### config.mk
export PLATFORM = sky130hd
export DESIGN_NAME = bums_cell
export DESIGN_NICKNAME = d
export VERILOG_FILES = /design/src/bums_pkg.sv /design/src/bums_cell.sv
export SDC_FILE = /design/constraint.sdc
export NUM_CORES = 1
export LEC_CHECK = 0
export ABC_AREA = 1
export BUFFER_PORTS_ARGS = -buffer_cell sky130_fd_sc_hd__buf_2
export CORE_MARGIN = 2
export CORE_UTILIZATION = 45
export DETAILED_ROUTE_END_ITERATION = 7
export HOLD_SLACK_MARGIN = 0.03
export PLACE_DENSITY = 0.85
export SYNTH_ARGS = -nofsm -noshare
export SYNTH_HDL_FRONTEND = slang
export SYNTH_SLANG_ARGS = --single-unit
### constraint.sdc
create_clock -name i_clk -period 6.9 [get_ports i_clk]
set_input_delay 0.345 -clock i_clk [delete_from_list [all_inputs] [get_ports i_clk]]
set_output_delay 0.345 -clock i_clk [all_outputs]
set_load 0.01 [all_outputs]
### src/bums_pkg.sv
// ============================================================================
// bums_pkg
// Shared constants and types of the sorter core and its cells.
// ============================================================================
`timescale 1ns / 1ps
`default_nettype none

package bums_pkg;

    localparam int DATA_W           = 32;
    localparam int MAX_ELEMENTS_DEF = 64;

    typedef enum logic {
        ST_LOAD,
        ST_EMIT
    } t_state;

    typedef struct packed {
        logic insert;
        logic drain;
        logic occupied;
        logic at_fill;
    } t_cell_ctrl;

endpackage

`default_nettype wire

### src/bums_cell.sv
// ============================================================================
// bums_cell
// One slot of the sorting chain. Inserts shift larger values to the right,
// and draining shifts every value one slot to the left.
// ============================================================================
`timescale 1ns / 1ps
`default_nettype none

module bums_cell (
    input  wire logic                                 i_clk,
    input  wire bums_pkg::t_cell_ctrl                 i_ctrl,
    input  wire logic signed [bums_pkg::DATA_W-1:0]   i_new_value,
    input  wire logic signed [bums_pkg::DATA_W-1:0]   i_left_value,
    input  wire logic                                 i_left_le,
    input  wire logic signed [bums_pkg::DATA_W-1:0]   i_right_value,
    output logic signed [bums_pkg::DATA_W-1:0]        o_value,
    output logic                                      o_le
);

    logic signed [bums_pkg::DATA_W-1:0] r_value;
    logic signed [bums_pkg::DATA_W-1:0] n_value;

    assign o_le    = i_ctrl.occupied && (r_value <= i_new_value);
    assign o_value = r_value;

    always_comb begin
        n_value = r_value;
        if (i_ctrl.drain) begin
            n_value = i_right_value;
        end else if (i_ctrl.insert && (i_ctrl.at_fill || (i_ctrl.occupied && !o_le))) begin
            n_value = i_left_le ? i_new_value : i_left_value;
        end
    end

    always_ff @(posedge i_clk) begin
        r_value <= n_value;
    end

endmodule

`default_nettype wire

### Word-level counts from Yosys, hierarchy flattened

Index checks and enable logic that the tools add are counted.

* magnitude comparators: 1
* mux-type cells: 3
* reductions and logical operators: 6

Operator list (number)
* $mux 32: 3
* $le 32x32->1: 1
* $logic_and 1x1->1: 3
* $reduce_bool 2->1: 1
* $logic_not 1->1: 1
* $logic_or 1x1->1: 1

* register bits after elaboration: 32
* word-level logic and storage cells: 11

### Logic depth before layout (Yosys ltp)

Gate-level depths: netlist (run 1).

* word-level depth: 8
* mapped depth: 18
* gate-level depth less buffers: 18

### Worst setup path before layout (run 1)

Ideal clock, no wire load.

* path kind: flip-flop to flip-flop
* start: register r_value, in the netlist o_value[31]
* end: register r_value, in the netlist o_value[0] (enable)
* library setup time: 0.390 ns
* arrival: 2.207 ns
* path slack: 4.304 ns
* cell stages (with the launch flop): 12
* cell sequence: edfxtp_1 ha_1 nand2_1 nor2_2 nand4_2 nor2_2 nand2_1 nand3_1 nand4_1 nand2_1 nand2_1 nand2_1

* longest elaborated chain between the ends: 7

RTL lines
* from (decl): line bums_cell.sv:20 `logic signed [bums_pkg::DATA_W-1:0] r_value;`
* from (signal assigned): line bums_cell.sv:36 `r_value <= n_value;`
* $le 32x32->1: line bums_cell.sv:23 `assign o_le = i_ctrl.occupied && (r_value <= i_new_value);`
* $logic_and 1x1->1: line bums_cell.sv:23
* $logic_not 1->1: line bums_cell.sv:30 `end else if (i_ctrl.insert && (i_ctrl.at_fill || (i_ctrl.occupied && !o_le))) begin`
* $logic_and 1x1->1: line bums_cell.sv:30
* $logic_or 1x1->1: line bums_cell.sv:30
* $logic_and 1x1->1: line bums_cell.sv:30
* $reduce_bool 2->1 (no line)

Every way passes these cells.
A chain may end at the register's enable or synchronous reset.

### Final worst setup path (run 1)

* start: register r_value, in the netlist o_value[31]
* end: register r_value, in the netlist o_value[19] (enable)

Same word-level chain as after synthesis.

==> results of run 1 <==
-- Yosys cell counts (all sizes together) --
cell type	count	area share
a21o	2	0.0060
a21oi	18	0.036
clkbuf	14	0.021
edfxtp	32	0.39
ha	32	0.16
inv	45	0.068
nand2	102	0.15
nand3	3	0.0060
nand4	4	0.013
nor2	16	0.026
o21ai	61	0.12
-- per-layer routing --
metal | vias to the layer above | track usage
li1 | 1341 | -
met1 | 1106 | 0.221
met2 | 79 | 0.363
met3 | 6 | 0.0425
met4 | 0 | 0.0421
met5 | - | 0
-- layout make-up --
class	instances	area share
inverter	45	0.0510
sequential	32	0.290
tap	72	0.0272
clock buffer	5	0.0208
timing repair buffer	135	0.205
clock inverter	3	0.0113
multi-input combinational	238	0.394
-- power by group through the flow --
stage | combinational [mW] | sequential [mW] | clock, mW
3_5_place_dp | 0.164 | 0.254 | 0
2_1_floorplan | 0.0859 | 0.264 | 0
5_1_grt | 0.189 | 0.253 | 0.184
3_3_place_gp | 0.158 | 0.253 | 0
4_1_cts | 0.165 | 0.250 | 0.178
6_report | 0.163 | 0.250 | 0.173
-- worst max path at each step --
stage / endpoint / slack (ps)
2_1_floorplan: o_value[0]$_DFFE_PP_ / 4300
3_3_place_gp: o_value[20]$_DFFE_PP_ / 4450
3_5_place_dp: o_value[19]$_DFFE_PP_ / 4410
4_1_cts: o_value[24]$_DFFE_PP_ / 4470
5_1_grt: o_value[26]$_DFFE_PP_ / 4220
6_report: o_value[19]$_DFFE_PP_ / 4490
-- cell families (layout without fill, tap and decap cells) --
logic type	after synthesis	count (layout)	share of synthesized area
simple gates	125	125	0.199
compound gates	81	81	0.165
flops	32	32	0.386
buf+inv	59	188	0.0890
fa+ha+maj	32	32	0.161
-- per-stage QoR --
step / hold WS [ps] / power (mW)
finish: 339 / 0.586
global route: 346 / 0.626
CTS: 332 / 0.593
detailed placement: 627 / 0.418
global placement: 625 / 0.411
floorplan: 532 / 0.349
-- tightest hold or removal path, delay by kind of cell --
kind | cells | cell delay [ps]
buffers and inverters | 1 | 70
AO/OA/AOI/OAI | 1 | 50
AND/OR/NAND/NOR | 1 | 40
==> flow_metrics.tcl, run 1 <==
set metrics [dict create \
    io_pins 135 \
    clk_path_buf_depth 2 \
    fin_crit_sh 0.350 \
    dr_wl_met3_um 329 \
    synth_cells 329 \
    synth_warnings 0 \
    outcome "complete, no violations" \
    reg2reg_depth 12 \
    reg2reg_to "o_value[19]$_DFFE_PP_" \
    final_cell_area_um2 3310 \
    critPathMaxStageDelay_ps 390 \
    place_area_um2 3200 \
    regToRegSetupSlack_ps 4490 \
    drt.antenna.violating_nets 0 \
    path_buf_inv 1 \
    num_antenna_cells 0 \
    area_growth_pct 33.0 \
    wl_met1_mm 2.63 \
    end_kind "flop" \
    cts_setup_buffers 0 \
    clock_skew_ps 3.52 \
    clk_pin_slew_ps 70 \
    rsz0062_at_grt "no" \
    critPathLaunch "o_value[31]$_DFFE_PP_" \
    largest_register_ff_count 32 \
    routed_wl_mm 5.97 \
    io_buffers 134 \
    numClockSinks 32 \
    grt_usage 0.192 \
    power_frac_seq 0.427 \
    cp_slowest_cell "edfxtp_1" \
    slew_headroom 0.375 \
    clkLatencyLatePin_ps 280 \
    core_area_um2 5410 \
    clockPowerShare 0.294 \
    fin_crit_ps 2410 \
    die_w_um 78.3 \
    num_rows 27 \
    htree_num_levels 2 \
    gp_congestion 0.847 \
    setup_tns_ps 0 \
    grt_overflow 0 \
    fill_cells 486 \
    crit_top_cell "nand2_1" \
    multi_input_area_um2 1310 \
    synth_nets 463 \
    synth_cell_types 13 \
    antenna_found_initial 0 \
    cts_repair_resize_count 0 \
    syn_avg_cell_area_um2 7.56 \
    regArea_um2 961 \
    die_h_um 78.3 \
    cp.required_ps 6830 \
    pwr_density_cell_nw_per_um2 177 \
    vdd_drop_max_mv 0.139 \
    power.internal_uw 417 \
    drive_above_1_share 0.314 \
    wl_met2_mm 2.97 \
    slew_violations 0 \
    reg2reg_from "o_value[31]$_DFFE_PP_" \
    dpl_worst_slack_ps 4410 \
    cts_root_buf "clkbuf_8" \
    stdcell_count 530 \
    start_util 0.460 \
    drc 0 \
    grt_pass1_wl_mm 9.67 \
    hold_viol_final 0 \
    whs_endpoint "o_value[24]$_DFFE_PP_" \
    setup_viol 0 \
    combPwrFrac 0.279 \
    holdBufCountCts 0 \
    tightest_slew_ps 937 \
    via_per_inst 4.78 \
    wl_per_cell_um 11.3 \
    p_sw_frac 0.288 \
    drt_pass1_iterations 4 \
    grt_pass1_vias 2373 \
    grt_max_degree 63 \
    final_cell_mix "buf_2 (134), nand2_1 (102), o21ai_0 (61), inv_1 (45)" \
    maxCapViolations 0 \
    yosysSeqAreaShare 0.386 \
    dieArea_um2 6140 \
    vias 2532 \
    ys_ff_latch 32 \
    placed_cells 522 \
    max_freq_ghz 0.415 \
    cts_buffers 5 \
    fin_util 0.612 \
    min_path_type "input pin to flop" \
    cp.depth 12 \
    crit_arrival_ps 2340 \
    hold_depth 3 \
    path_class "flop to flop" \
    layout_commonest_cell "buf_2" \
    netlist_area_um2 2490 \
    path_cells "ha_1, nand2_1, nor2_2, nand4_2, nor2_2, nand2_1, nand3_1, nand4_1, nand2_1, nand2_1, nand2_1, buf_4" \
    cts_tree "yes" \
    hp-start "i_right_value[24]" \
    hpwlAfterDp_mm 4.69 \
    cp_top_family "simple AND/OR/NAND/NOR gates" \
    highest_layer "met4" \
    p_sw_uw 169 \
    drtIter0Drc 45 \
    leakagePower_nw 1.80 \
    crit_fanout 32 \
    fin_nets 591 \
    setup_slack_ps 4490 \
    start_kind "flop" \
]
Note: power is estimated with default switching activity, not from simulation.
==> run 2: changes to the inputs <==
- ABC_AREA: 1 -> 0
- CORE_UTILIZATION: 45 -> 41
- PLACE_DENSITY: 0.85 -> 0.82
- clock period: 6.9 -> 2.19 ns (I/O delays scaled with it)
==> flow_metrics.tcl, run 2 <==
set metrics [dict create \
    end_kind "flop" \
    total_power_mw 1.85 \
    slew_headroom 0.665 \
    hp-start "i_right_value[0]" \
    clk_pin_slew_ps 70 \
    grt_pass1_wl_mm 10.5 \
    tightest_slew_ps 503 \
    core_area_um2 5850 \
    via_per_inst 4.99 \
    setup_tns_ps -12360 \
    layout_commonest_cell "buf_2" \
    drt_pass1_iterations 4 \
    fin_crit_sh 1.18 \
    grt_usage 0.208 \
    die_h_um 81.5 \
    clkLatencyLatePin_ps 280 \
    cts_buffers 5 \
    cts_root_buf "clkbuf_8" \
    reg2reg_from "o_value[18]$_DFFE_PP_" \
    outcome "complete, but fails checks" \
    violations "setup timing" \
    netlist_area_um2 2460 \
    cts_tree "yes" \
    maxCapViolations 0 \
    stdcell_count 484 \
    reg2reg_depth 8 \
    num_rows 28 \
    io_buffers 134 \
    synth.most_common_cell "nand2_1" \
    grt_pass1_vias 2389 \
    grt_overflow 0 \
    drc 0 \
    fin_nets 542 \
    max_freq_ghz 0.388 \
    yosysTopAreaCellShare 0.390 \
    critPathLaunch "o_value[18]$_DFFE_PP_" \
    slew_violations 0 \
    num_antenna_cells 0 \
    syn_avg_cell_area_um2 9.66 \
    hpwlAfterDp_mm 5.57 \
    synth_warnings 0 \
    cp.required_ps 2180 \
    largest_register_ff_count 32 \
    synth_flop_cell "edfxtp_1" \
    antenna_found_initial 0 \
    setup_slack_ps -388 \
    start_kind "flop" \
    power.internal_mw 1.29 \
    drive_above_1_share 0.430 \
    hold_viol_final 0 \
    start_util 0.421 \
    crit_arrival_ps 2560 \
    leakagePower_nw 1.87 \
    path_class "flop to flop" \
    setup_viol 33 \
    place_area_um2 3400 \
    yosysTopAreaCell "edfxtp_1" \
    grt_max_degree 34 \
    final_cell_mix "buf_2 (134), nand2_1 (39), o21ai_0 (34), inv_1 (33)" \
    synth_edf_count 32 \
    wl_per_cell_um 14.0 \
    synth_cell_types 34 \
    drt.antenna.violating_nets 0 \
    combPwrFrac 0.332 \
    dieArea_um2 6640 \
    clk_path_buf_depth 2 \
    vdd_drop_max_mv 0.270 \
    yosysSeqAreaShare 0.390 \
    fin_crit_ps 2580 \
    async_flop_share 0 \
    p_sw_uw 557 \
    clock_skew_ps 5.32 \
    power_frac_seq 0.434 \
    ys_ff_latch 32 \
    rsz0062_at_grt "yes" \
    cts_setup_buffers 0 \
    reg2reg_to "o_value[18]$_DFFE_PP_" \
    die_w_um 81.5 \
    min_path_type "input pin to flop" \
    synth_nets 389 \
    clockPowerShare 0.234 \
    io_pins 135 \
    routed_wl_mm 6.80 \
    p_sw_frac 0.302 \
    drtIter0Drc 59 \
    synth.cells.most_frequent "nand2_1 (39), o21ai_0 (34), inv_1 (33)" \
    synth_cells 255 \
    regToRegSetupSlack_ps -390 \
    area_growth_pct 43.2 \
    setup.worst_path.end "o_value[18]$_DFFE_PP_" \
    pwr_density_cell_nw_per_um2 524 \
    fin_util 0.603 \
    htree_num_levels 2 \
    gp_congestion 0.803 \
    crit_fanout 18 \
    numClockSinks 32 \
    yosys-top-cells-area "edfxtp_1 (39%), ha_1 (16%), mux2i_1 (13%), o21ai_0 (6.9%), nand2_1 (5.9%)" \
    final_cell_area_um2 3530 \
    vias 2416 \
    placed_cells 476 \
]
## run 2: final cells by class
| cell class | instances | area [um2] |
|---|---|---|
| clock buffers | 7 | 76.3 |
| clock inverters | 1 | 3.75 |
| fillers | 530 | 2320 |
| inverters | 33 | 124 |
| multi-input cells | 179 | 1390 |
| flip-flops and latches | 32 | 961 |
| well taps | 75 | 93.8 |
| repair buffers | 157 | 881 |
## run 2: repair_timing
action,in CTS,in global routing
setup endpoints to repair,33,33
pin swaps,2,1
gates resized for setup,4,0
hold buffers,0,0
## run 2: kinds of logic after synthesis
| group | count (synthesis) | share of synthesized area |
|---|---|---|
| multiplexers | 32 | 0.130 |
| AND/OR/NAND/NOR | 55 | 0.106 |
| adder cells (fa/ha/maj) | 32 | 0.163 |
| flip-flops | 32 | 0.390 |
| AO/OA/AOI/OAI | 60 | 0.142 |
| buffers and inverters | 44 | 0.0686 |
## run 2: critical path, cell delays in order (launching register included)
cell and delay, ps:
edfxtp_1 430, ha_4 240, a21o_2 210, a221o_1 300, a211o_1 270, a32o_1 220
a31o_1 220, o21ai_4 200, buf_12 190
## run 2: worst min path at each step
stage / end / slack [ps] / cells past startpoint
floorplan: o_value[29]$_DFFE_PP_ / 300 / 2
global placement: o_value[10]$_DFFE_PP_ / 390 / 3
detailed placement: o_value[0]$_DFFE_PP_ / 390 / 3
CTS: o_value[0]$_DFFE_PP_ / 90 / 3
global route: o_value[1]$_DFFE_PP_ / 100 / 3
finish: o_value[0]$_DFFE_PP_ / 110 / 3
## run 2: power by group through the flow
stage | clock network, mW | logic [mW] | registers, mW
final | 0.432 | 0.614 | 0.801
after global routing | 0.467 | 0.689 | 0.810
after CTS | 0.448 | 0.619 | 0.801
after detailed placement | 0 | 0.606 | 0.812
after global placement | 0 | 0.587 | 0.805
after floorplan | 0 | 0.269 | 0.840
## run 2: per-layer routing
| metal | wire [um] | up-vias | share of wire | global-route usage |
|---|---|---|---|---|
| li1 | - | 1223 | - | - |
| met1 | 2740 | 1094 | 0.40 | 0.236 |
| met2 | 3460 | 90 | 0.51 | 0.388 |
| met3 | 501 | 9 | 0.074 | 0.0462 |
| met4 | 97 | 0 | 0.014 | 0.0627 |
| met5 | 0 | - | 0 | 0 |
## run 2: metrics by stage
step / hold slack (ps) / setup slack (ps)
2_1_floorplan: 297 / -667
3_3_place_gp: 391 / -339
3_5_place_dp: 394 / -407
4_1_cts: 93.9 / -392
5_1_grt: 102 / -472
6_report: 108 / -388
